===== config.mk =====
export PLATFORM = sky130hd
export DESIGN_NAME = cemi_to_tp_frame_builder_top
export DESIGN_NICKNAME = d
export VERILOG_FILES = /design/src/design/cftp_pkg.sv /design/src/design/cemi_to_tp_frame_builder_top.sv
export SDC_FILE = /design/constraint.sdc
export NUM_CORES = 1
export LEC_CHECK = 0
export ABC_AREA = 0
export BUFFER_PORTS_ARGS = -buffer_cell sky130_fd_sc_hd__buf_2
export CORE_MARGIN = 2
export CORE_UTILIZATION = 50
export DETAILED_ROUTE_END_ITERATION = 8
export PLACE_DENSITY_LB_ADDON = 0.1
export SLEW_MARGIN = 20
export SYNTH_ARGS = -nofsm -noshare
export SYNTH_HDL_FRONTEND = slang
export SYNTH_SLANG_ARGS = --single-unit

===== constraint.sdc =====
create_clock -name clock -period 6.4 [get_ports clock]
set_clock_uncertainty 0.05 [all_clocks]
set_input_delay 1.92 -clock clock [delete_from_list [all_inputs] [get_ports clock]]
set_output_delay 1.92 -clock clock [all_outputs]
set_load 0.1 [all_outputs]

===== src/design/cftp_pkg.sv =====
// Package with the types and constants shared by the cEMI to TP frame builder files.
`timescale 1ns / 1ps
`default_nettype none
package cftp_pkg;

   // cEMI byte offsets (additional-info length taken as zero)
   localparam logic [8:0] POS_CTRL1 = 9'd2;
   localparam logic [8:0] POS_CTRL2 = 9'd3;
   localparam logic [8:0] POS_DA_HI = 9'd6;
   localparam logic [8:0] POS_DA_LO = 9'd7;
   localparam logic [8:0] POS_LEN   = 9'd8;
   localparam logic [8:0] POS_TPDU  = 9'd9;

   localparam logic [15:0] SRC_RESET  = 16'h11FA;
   localparam logic [7:0]  CHECK_INIT = 8'hFF;

   // Most output bytes that one input byte can cause.
   localparam int MAX_RESULTS = 3;

   // Output queue.
   localparam int FIFO_DEPTH = 8;
   localparam int FIFO_AW    = $clog2(FIFO_DEPTH);
   localparam int FIFO_CW    = $clog2(FIFO_DEPTH + 1);

   typedef struct packed {
      logic [7:0] out_byte;
      logic       frame_end;
   } entry_type;

endpackage
`default_nettype wire


===== src/design/cemi_to_tp_frame_builder_top.sv =====
// Top level of the cEMI to twisted-pair frame builder with XOR check byte.
`timescale 1ns / 1ps
`default_nettype none
// An input byte's results are written into the output queue at its transfer. Throughput:
// one input byte per cycle while the 8-entry output queue has room for three entries;
// results leave one per cycle while rsp_tready is high; the drain sets the long-term pace.
// Reset (synchronous, active high) empties the queue, clears the frame state, sets the
// running check to 0xFF and loads the source address register with 0x11FA.
module cemi_to_tp_frame_builder_top (
   input  wire logic        clock,
   input  wire logic        reset,
   // Configuration: source address register.
   input  wire logic        csr_wr_en,
   input  wire logic [15:0] csr_wr_data,
   // Input stream of cEMI bytes.
   input  wire logic        req_tvalid,
   output logic             req_tready,
   input  wire logic [7:0]  req_tdata,   // [7:0] in_byte
   input  wire logic        req_tuser,   // [0] frame_start
   // Output stream of TP frame bytes.
   output logic             rsp_tvalid,
   input  wire logic        rsp_tready,
   output logic [7:0]       rsp_tdata,   // [7:0] out_byte
   output logic             rsp_tlast    // frame_end
);

   // Frame state.
   logic [15:0] source_address_ff;
   logic [8:0]  byte_position_ff, byte_position_in;
   logic        frame_active_ff, frame_active_in;
   logic [7:0]  saved_ctrl2_ff, saved_ctrl2_in;
   logic [7:0]  tpdu_length_ff, tpdu_length_in;
   logic [7:0]  running_check_ff, running_check_in;

   // Output queue. Entries are payload and carry no reset.
   cftp_pkg::entry_type                  mem_ff [cftp_pkg::FIFO_DEPTH];
   logic [cftp_pkg::FIFO_AW-1:0]         wr_ptr_ff, wr_ptr_in;
   logic [cftp_pkg::FIFO_AW-1:0]         rd_ptr_ff, rd_ptr_in;
   logic [cftp_pkg::FIFO_CW-1:0]         count_ff, count_in;

   // Results of the current input transfer.
   cftp_pkg::entry_type res [cftp_pkg::MAX_RESULTS];
   logic [1:0]          res_count;

   logic       req_fire;
   logic       rsp_fire;
   logic       active_eff;
   logic [8:0] pos_eff;
   logic [7:0] check_eff;
   logic [8:0] last_pos;
   logic [7:0] in_byte;

   assign in_byte  = req_tdata;
   // Accept only while three free entries remain, so any byte's results fit.
   assign req_tready = (count_ff <=
                        cftp_pkg::FIFO_CW'(cftp_pkg::FIFO_DEPTH - cftp_pkg::MAX_RESULTS));
   assign req_fire = req_tvalid & req_tready;
   assign rsp_tvalid = (count_ff != '0);
   assign rsp_fire = rsp_tvalid & rsp_tready;
   assign rsp_tdata = mem_ff[rd_ptr_ff].out_byte;
   assign rsp_tlast = mem_ff[rd_ptr_ff].frame_end;

   // A start byte restarts the frame, abandoning any frame in progress.
   always_comb begin
      active_eff = req_tuser | frame_active_ff;
      pos_eff    = req_tuser ? 9'd0 : byte_position_ff;
      check_eff  = req_tuser ? cftp_pkg::CHECK_INIT : running_check_ff;
      last_pos   = cftp_pkg::POS_TPDU + {1'b0, tpdu_length_ff};

      res_count        = 2'd0;
      for (int k = 0; k < cftp_pkg::MAX_RESULTS; k++) begin
         res[k] = '{out_byte: 8'h00, frame_end: 1'b0};
      end
      frame_active_in  = active_eff;
      saved_ctrl2_in   = saved_ctrl2_ff;
      tpdu_length_in   = tpdu_length_ff;
      running_check_in = check_eff;

      if (active_eff) begin
         if (pos_eff == cftp_pkg::POS_CTRL1) begin
            // ctrl1 is followed at once by the configured source address.
            res[0]    = '{out_byte: in_byte, frame_end: 1'b0};
            res[1]    = '{out_byte: source_address_ff[15:8], frame_end: 1'b0};
            res[2]    = '{out_byte: source_address_ff[7:0], frame_end: 1'b0};
            res_count = 2'd3;
            running_check_in = check_eff ^ in_byte ^ source_address_ff[15:8]
                               ^ source_address_ff[7:0];
         end else if (pos_eff == cftp_pkg::POS_CTRL2) begin
            saved_ctrl2_in = in_byte;
         end else if (pos_eff == cftp_pkg::POS_DA_HI || pos_eff == cftp_pkg::POS_DA_LO) begin
            res[0]    = '{out_byte: in_byte, frame_end: 1'b0};
            res_count = 2'd1;
            running_check_in = check_eff ^ in_byte;
         end else if (pos_eff == cftp_pkg::POS_LEN) begin
            tpdu_length_in = in_byte;
            res[0]    = '{out_byte: saved_ctrl2_ff | in_byte, frame_end: 1'b0};
            res_count = 2'd1;
            running_check_in = check_eff ^ (saved_ctrl2_ff | in_byte);
         end else if (pos_eff >= cftp_pkg::POS_TPDU) begin
            res[0]    = '{out_byte: in_byte, frame_end: 1'b0};
            res_count = 2'd1;
            running_check_in = check_eff ^ in_byte;
            if (pos_eff >= last_pos) begin
               // The check byte covers every byte before it, this TPDU byte too.
               res[1]    = '{out_byte: check_eff ^ in_byte, frame_end: 1'b1};
               res_count = 2'd2;
               frame_active_in = 1'b0;
            end
         end
      end

      byte_position_in = frame_active_in ? (pos_eff + 9'd1) : pos_eff;

      wr_ptr_in = wr_ptr_ff + cftp_pkg::FIFO_AW'(res_count);
      rd_ptr_in = rd_ptr_ff + cftp_pkg::FIFO_AW'(rsp_fire);
      count_in  = count_ff + cftp_pkg::FIFO_CW'(res_count)
                  - cftp_pkg::FIFO_CW'(rsp_fire);
      if (!req_fire) begin
         wr_ptr_in = wr_ptr_ff;
         count_in  = count_ff - cftp_pkg::FIFO_CW'(rsp_fire);
      end
   end

   always_ff @(posedge clock) begin
      if (reset) begin
         source_address_ff <= cftp_pkg::SRC_RESET;
         byte_position_ff  <= '0;
         frame_active_ff   <= 1'b0;
         saved_ctrl2_ff    <= '0;
         tpdu_length_ff    <= '0;
         running_check_ff  <= cftp_pkg::CHECK_INIT;
         wr_ptr_ff         <= '0;
         rd_ptr_ff         <= '0;
         count_ff          <= '0;
      end else begin
         if (csr_wr_en) begin
            source_address_ff <= csr_wr_data;
         end
         if (req_fire) begin
            byte_position_ff <= byte_position_in;
            frame_active_ff  <= frame_active_in;
            saved_ctrl2_ff   <= saved_ctrl2_in;
            tpdu_length_ff   <= tpdu_length_in;
            running_check_ff <= running_check_in;
         end
         wr_ptr_ff <= wr_ptr_in;
         rd_ptr_ff <= rd_ptr_in;
         count_ff  <= count_in;
      end
   end

   // Queue storage: up to three consecutive entries written per transfer.
   always_ff @(posedge clock) begin
      if (req_fire) begin
         for (int k = 0; k < cftp_pkg::MAX_RESULTS; k++) begin
            if (k < int'(res_count)) begin
               mem_ff[wr_ptr_ff + cftp_pkg::FIFO_AW'(k)] <= res[k];
            end
         end
      end
   end

endmodule
`default_nettype wire


==> results of run 1 <==
[layer usage]
layer  up-vias  track usage, %  wire length (µm)
met3        27            5.07              1160
met1      3171            34.1              9800
met4         0            6.93               320
li1       3160               -                 -
met5         -               0                 0
met2       242            40.6              9900
[cell usage after synthesis, drive strengths merged (3+ instances only)]
cell | number | area share, %
xor2 | 19 | 2.0
or4 | 9 | 0.91
o21ai | 62 | 3.8
o21bai | 3 | 0.27
o22ai | 9 | 0.68
a31oi | 4 | 0.30
o2111ai | 8 | 0.85
ha | 27 | 4.1
edfxtp | 64 | 23
nand2 | 86 | 3.9
nor2b | 14 | 1.1
buf | 23 | 1.4
nor3 | 13 | 1.7
nor2 | 92 | 4.3
mux2 | 9 | 1.2
nor4 | 6 | 0.53
inv | 19 | 0.87
xnor2 | 23 | 2.4
a21o | 3 | 0.27
mux4 | 18 | 4.9
mux2i | 96 | 12
dfxtp | 68 | 17
and2 | 13 | 1.0
a22o | 9 | 0.96
a211oi | 8 | 0.79
and3 | 4 | 0.30
nand3 | 18 | 1.1
clkbuf | 37 | 1.7
nand4 | 4 | 0.30
a21oi | 61 | 3.7
[worst reg2reg max path: cells and delay by family, from the launching register on]
family	cells	cell delay, ns
xor+xnor	2	0.31
fa+ha+maj	5	1.37
compound gates	7	1.61
simple gates	3	0.26
flops	1	0.33
buf+inv	2	0.12
[report_power, final]
part	internal (mW)	total, mW	switching, mW
combinational	0.260	0.776	0.516
sequential	0.924	0.971	0.0468
clock	0.651	1.02	0.374
total	1.84	2.77	0.937
[through the flow]
| stage | power (mW) | setup WS, ns | cell area [µm²] | util (%) | hold slack, ns |
|---|---|---|---|---|---|
| 4_1_cts | 2.79 | 0.984 | 9240 | 57.8 | 0.416 |
| 3_5_place_dp | 1.76 | 0.558 | 8630 | 53.9 | 0.408 |
| 2_1_floorplan | 1.60 | 0.885 | 8240 | - | 0.388 |
| 3_3_place_gp | 1.75 | 0.769 | 8630 | 53.9 | 0.400 |
| 5_1_grt | 2.90 | 0.629 | 9240 | 57.8 | 0.448 |
| 6_report | 2.77 | 0.986 | 9240 | 57.8 | 0.412 |
[final cells by class]
| type | count | area [µm²] | share of cell area, % |
|---|---|---|---|
| multi-input cells | 644 | 4630 | 50.1 |
| flip-flops and latches | 132 | 3280 | 35.5 |
| clock buffers | 19 | 433 | 4.68 |
| repair buffers | 63 | 373 | 4.03 |
| well taps | 216 | 270 | 2.92 |
| clock inverters | 12 | 181 | 1.96 |
| inverters | 20 | 75.1 | 0.812 |
[sequential cells by signal (all words and copies together) (netlist names)]
signal	cells
source_address_ff	16
saved_ctrl2_ff	8
mem_ff	72
wr_ptr_ff	3
rd_ptr_ff	3
running_check_ff	8
byte_position_ff	9
tpdu_length_ff	8
count_ff	4
frame_active_ff	1
[worst min-delay path by stage]
stage              endpoint  depth (start not counted)  slack (ns)    startpoint
6_report       mem_ff[1][0]                          2        0.41  mem_ff[1][0]
5_1_grt        mem_ff[2][0]                          2        0.45  mem_ff[2][0]
4_1_cts        mem_ff[1][0]                          2        0.42  mem_ff[1][0]
3_5_place_dp   mem_ff[1][0]                          2        0.41  mem_ff[1][0]
3_3_place_gp   mem_ff[1][0]                          2        0.40  mem_ff[1][0]
2_1_floorplan  mem_ff[1][0]                          2        0.39  mem_ff[1][0]
[kinds of logic (layout without fill, tap and decap cells)]
| logic type | Yosys count | after routing |
|---|---|---|
| simple gates | 269 | 269 |
| compound gates | 181 | 181 |
| flops | 132 | 132 |
| mux | 123 | 123 |
| buf+inv | 80 | 114 |
| xor+xnor | 42 | 42 |
| fa+ha+maj | 29 | 29 |
==> key figures, run 1 <==
Status
  • Status: completed

Worst setup path
  • Worst-path fanout max: 37
  • Worst setup SP type: input port
  • Worst r2r src: tpdu_length_ff[0]
  • Req. time, crit path: 6.69 ns
  • CP bufs+invs: 3
  • Reg2reg setup slack: 2.27 ns
  • Crit path from: req_tuser
  • Setup crit end: count_ff[3]
  • Reg2reg path depth: 19
  • Reg2reg end: count_ff[2]
  • Critical path depth: 16
  • Worst-path cell with the longest stage delay: o41ai_1
  • CP Cell Sequence: buf_2, nor2b_1, inv_1, ha_1, o41ai_1, o22a_1, a21oi_1, o21ai_0, ha_1, inv_1, ha_1, a21o_1, a21oi_1, xor2_1, nor2_1, a211oi_1
  • CP Data Arrival Time: 5.70 ns
  • Crit path kind: input port to flop
  • Family with the most delay on the worst path: compound AO/OA/AOI/OAI gates
  • Crit path largest cell delay: 0.62 ns
  • Most numerous cell on the critical path: ha_1
  • CP Capture Type: flop

Die
  • Die area: 17500 µm²
  • Core area: 16000 µm²
  • # rows: 46
  • Width of the chip: 132 µm
  • Io pins: 41
  • Starting Density: 51.5%
  • Die height: 132 µm

STA
  • Endpoints failing setup: 0
  • Max Slew Vio Count: 0
  • Final Cycle Share: 84.6%
  • Worst-Margin Slew: 1.06 ns
  • Fin crit period: 5.41 ns
  • Final Hold Vio Count: 0
  • TNS Setup: 0 ns
  • RSZ-0062 raised after global routing: no
  • Slew HR: 29.5%
  • Fmax: 185 MHz

Final layout
  • Post-Layout Cell Count: 1106
  • # diodes: 0
  • Layout area overhead: 12.2%
  • Fill count: 1401
  • Commonest non-fill, non-tap cell in the layout: mux2i_1
  • Fraction of layout cells with a size suffix above 1: 15.3%
  • Most frequent cells in the layout: 96 x mux2i_1, 90 x nor2_1, 86 x nand2_1, 68 x dfxtp_1, 64 x edfxtp_1
  • Layout Nets: 937

Logic synthesis
  • Synthesized Nets: 915
  • Cell variety after synth: 61
  • Synthesized-area fraction occupied by adder cells: 4.59%
  • Synth Area in Compound Gates: 13.2%
  • Flops & latches, synth: 132
  • Cell Area, Synth: 8240 µm²
  • Avg Inst Size Synth: 9.62 µm²
  • Ys Warns: 0
  • Synth Area in XOR/XNOR: 4.47%
  • Largest family of logic cells by synthesized area: multiplexers
  • Synth Flop Type: dfxtp_1
  • EDFF count, synth: 64
  • Post-Synth Simple-Gate Area: 16.1%
  • Cells after Synth: 856
  • Sequential-to-total area share from yosys stat: 39.9%
  • Post-synthesis mux area share: 17.8%
  • Async SR Flop Fraction: 0%

Pwr
  • PwrDens: 300 nW/µm²
  • Worst vdd ir: 0.187 mV
  • Leak: 3.85 nW

Global routing
  • Initial antenna violation count: 0
  • Total track usage: 25.0%
  • Largest net degree at the start of global routing: 44
  • GRT overflow: 0
  • First-pass GRT wire length: 34400 µm
  • Vias in the first global route: 6352

Routing
  • Antenna Nets Post-Route: 0
  • DR vias: 6600
  • Drt via density: 5.97
  • DRT iter0 DRCs: 469
  • Drt pass-1 iters: 5
  • Routed Wire Length: 21200 µm
  • Drt wl/cell: 19.2 µm
  • Post-route DRC violation count: 0

Clocking
  • Hold buffers post-CTS: 0
  • Clock latency on the worst-skew pair: 0.43 ns
  • Clock tree buffer depth: 2
  • H-tree Lvls: 4
  • Sink Count: 132
  • CTS Buf Count: 17
  • Root buffer cell: clkbuf_16
  • CTS tree: built
  • Resized cells post-CTS: 0
  • Postcts setup bufs: 0
  • Worst-path clk slew: 0.06 ns

Place
  • GPL Wtd Cong: 0.887
  • Placed cell count: 1075
  • PortBufs: 40
  • Post-DP HPWL: 15200 µm

Min path
  • Hold crit path type: flop to flop

Run
  • Max-Cap Viols: 0
(Power assumes the default switching activity.)
==> run 2: changes to the inputs <==
- clock period: 6.4 -> 5.1 ns (I/O delays scaled with it)
==> run 2 against run 1 <==
  * Register-to-register slack got worse by 1.4 ns
  * Die area unchanged
  * Clock power increased by 15%
  * Final cell count increased by 1.1%
  * Cell area increased by 0.35%
  * First-iteration DRC count grew 7.0%
  * Wire length increased by 8.1%
  * Sequential power rose by 26%
==> key figures, run 2 (synthesis results as in run 1) <==
Clocking
  • Root buffer cell: clkbuf_16 (unchanged)
  • CTS Buf Count: 17 (unchanged)
  • Hold buffers post-CTS: 0 (unchanged)
  • CTS tree: built (unchanged)
  • Resized cells post-CTS: 0 (unchanged)
  • Clock tree buffer depth: 2 (unchanged)
  • Clock latency on the worst-skew pair: 0.42 ns (was 0.43 ns)
  • Sink Count: 132 (unchanged)
  • H-tree Lvls: 4 (unchanged)
  • Worst-path clk slew: 0.06 ns (about the same)
  • Postcts setup bufs: 0 (unchanged)

Final layout
  • Fraction of layout cells with a size suffix above 1: 16.4% (was 15.3%)
  • Leading registers by flop count: mem_ff x72, source_address_ff x16, byte_position_ff x9 (unchanged)
  • Most frequent cells in the layout: 96 x mux2i_1, 90 x nor2_1, 86 x nand2_1, 68 x dfxtp_1, 64 x edfxtp_1 (unchanged)
  • Post-Layout Cell Count: 1118 (was 1106)
  • Commonest non-fill, non-tap cell in the layout: mux2i_1 (unchanged)
  • Biggest register: mem_ff (unchanged)
  • # diodes: 0 (unchanged)
  • Layout area overhead: 12.6% (was 12.2%)
  • Fill count: 1430 (was 1401)
  • Max reg flops: 72 (unchanged)
  • Layout Nets: 948 (was 937)

Routing
  • Drt pass-1 iters: 7 (was 5)
  • Antenna Nets Post-Route: 0 (unchanged)
  • Drt wl/cell: 20.5 µm (was 19.2 µm)
  • DRT iter0 DRCs: 502 (was 469)
  • Drt via density: 6.02 (was 5.97)
  • DR vias: 6728 (was 6600)
  • Post-route DRC violation count: 0 (unchanged)
  • Routed Wire Length: 22900 µm (was 21200 µm)

Worst setup path
  • CP Cell Sequence: buf_2, nor2b_1, ha_1, a21oi_1, nor2_1, a211oi_1, a21oi_1, a311o_1, o211ai_1, nand2_1, ha_1, inv_1, ha_1, inv_1, fa_1, xor2_1, a211oi_1 (was buf_2, nor2b_1, inv_1, ha_1, o41ai_1, o22a_1, a21oi_1, o21ai_0, ha_1, inv_1, ha_1, a21o_1, a21oi_1, xor2_1, nor2_1, a211oi_1)
  • CP bufs+invs: 3 (unchanged)
  • Req. time, crit path: 5.38 ns (was 6.69 ns)
  • CP Data Arrival Time: 4.92 ns (was 5.70 ns)
  • Family with the most delay on the worst path: compound AO/OA/AOI/OAI gates (unchanged)
  • CP Capture Type: flop (unchanged)
  • Reg2reg setup slack: 0.90 ns (was 2.27 ns)
  • Crit path kind: input port to flop (unchanged)
  • Critical path depth: 17 (was 16)
  • Worst-path fanout max: 10 (was 37)
  • Crit path largest cell delay: 0.52 ns (was 0.62 ns)
  • Worst-path cell with the longest stage delay: a211oi_1 (was o41ai_1)
  • Reg2reg path depth: 19 (unchanged)
  • Worst setup SP type: input port (unchanged)
  • Most numerous cell on the critical path: ha_1 (unchanged)

Global routing
  • Global Route met1 Usage: 35.4% (was 34.1%)
  • Met2 Resource Use GR: 44.4% (was 40.6%)
  • Largest net degree at the start of global routing: 45 (was 44)
  • Vias in the first global route: 6518 (was 6352)
  • GRT overflow: 0 (unchanged)
  • Initial antenna violation count: 0 (unchanged)
  • Top Usage Layer GRT: met2 (unchanged)
  • Met3 track demand over resource: 4.04% (was 5.07%)
  • Total track usage: 26.7% (was 25.0%)
  • First-pass GRT wire length: 36100 µm (was 34400 µm)

STA
  • Endpoints failing setup: 0 (unchanged)
  • Max Slew Vio Count: 0 (unchanged)
  • Final Hold Vio Count: 0 (unchanged)
  • Slew HR: 28.2% (was 29.5%)
  • Final Cycle Share: 90.8%
  • RSZ-0062 raised after global routing: no (unchanged)
  • Worst-Margin Slew: 1.08 ns (was 1.06 ns)
  • TNS Setup: 0 ns (unchanged)
  • Fin crit period: 4.63 ns
  • Fmax: 216 MHz

Die
  • Die area: 17500 µm² (unchanged)
  • Core area: 16000 µm² (unchanged)
  • Width of the chip: 132 µm (unchanged)
  • Starting Density: 51.5% (unchanged)
  • Io pins: 41 (unchanged)
  • # rows: 46 (unchanged)
  • Die height: 132 µm (unchanged)

Place
  • Placed cell count: 1086 (was 1075)
  • PortBufs: 40 (unchanged)
  • Post-DP HPWL: 16100 µm (was 15200 µm)
  • GPL Wtd Cong: 0.905 (was 0.887)

Min path
  • Hold crit path type: flop to flop (unchanged)
  • Cell depth of the worst hold path: 2 (unchanged)

Pwr
  • PwrDens: 363 nW/µm² (was 300 nW/µm²)
  • Worst vdd ir: 0.244 mV (was 0.187 mV)
  • Leak: 3.88 nW (was 3.85 nW)

Run
  • Max-Cap Viols: 0 (unchanged)

Status
  • Status: completed (unchanged)
[run 2: cell types whose count changed in the layout (fill, tap and decap cells not counted)]
cell        previous run  this run
clkinv_1               2         4
inv_6                  1         4
clkinv_4               5         2
clkinv_2               1         0
clkbuf_1               2         1
o41ai_1                1         0
bufinv_16              4         1
clkinvlp_4             0         3
buf_4                 23        34
o41ai_2                0         1
inv_8                  0         1
[run 2: tightest hold or removal path, delay by kind of cell, from the launching register on]
| family | cells | cell delay [ns] |
|---|---|---|
| flops | 1 | 0.31 |
| simple gates | 1 | 0.06 |
| compound gates | 1 | 0.05 |
[run 2: power breakdown]
part | switching [mW] | total, mW | leakage [nW] | internal (mW)
clock | 0.494 | 1.17 | 0.262 | 0.675
sequential | 0.0605 | 1.22 | 1.14 | 1.16
combinational | 0.651 | 0.982 | 2.48 | 0.331
total | 1.21 | 3.37 | 3.88 | 2.17
[run 2: per-stage QoR]
step | total power, mW | hold slack [ns] | area, µm² | util [%] | setup slack, ns
2_1_floorplan | 2.01 | 0.388 | 8240 | - | 0.0723
3_3_place_gp | 2.20 | 0.397 | 8720 | 54.5 | 0.241
3_5_place_dp | 2.22 | 0.407 | 8720 | 54.5 | 0.102
4_1_cts | 3.38 | 0.420 | 9270 | 58.0 | 0.506
5_1_grt | 3.51 | 0.455 | 9270 | 58.0 | 0.245
6_report | 3.37 | 0.419 | 9270 | 58.0 | 0.468
[run 2: routing by layer]
| metal | wire (µm) | share of wire, % | vias to the layer above |
|---|---|---|---|
| met3 | 1570 | 6.9 | 34 |
| met1 | 9910 | 43 | 3220 |
| met4 | 432 | 1.9 | 0 |
| met2 | 11000 | 48 | 303 |
| li1 | - | - | 3171 |
| met5 | 0 | 0 | - |
[run 2: final timing paths]
kind,from,end
worst max-delay path,req_tuser,count_ff[2]
worst min-delay path,mem_ff[1][0],mem_ff[1][0]
worst min register to register,mem_ff[1][0],mem_ff[1][0]
worst max register to register,tpdu_length_ff[0],count_ff[2]
[run 2: layout make-up]
cell class / count / area, µm² / share of cell area (%)
clock buffers: 18 / 429 / 4.63
flip-flops and latches: 132 / 3280 / 35.4
well taps: 216 / 270 / 2.91
multi-input cells: 644 / 4630 / 50.0
inverters: 20 / 75.1 / 0.809
repair buffers: 74 / 455 / 4.91
clock inverters: 14 / 128 / 1.38
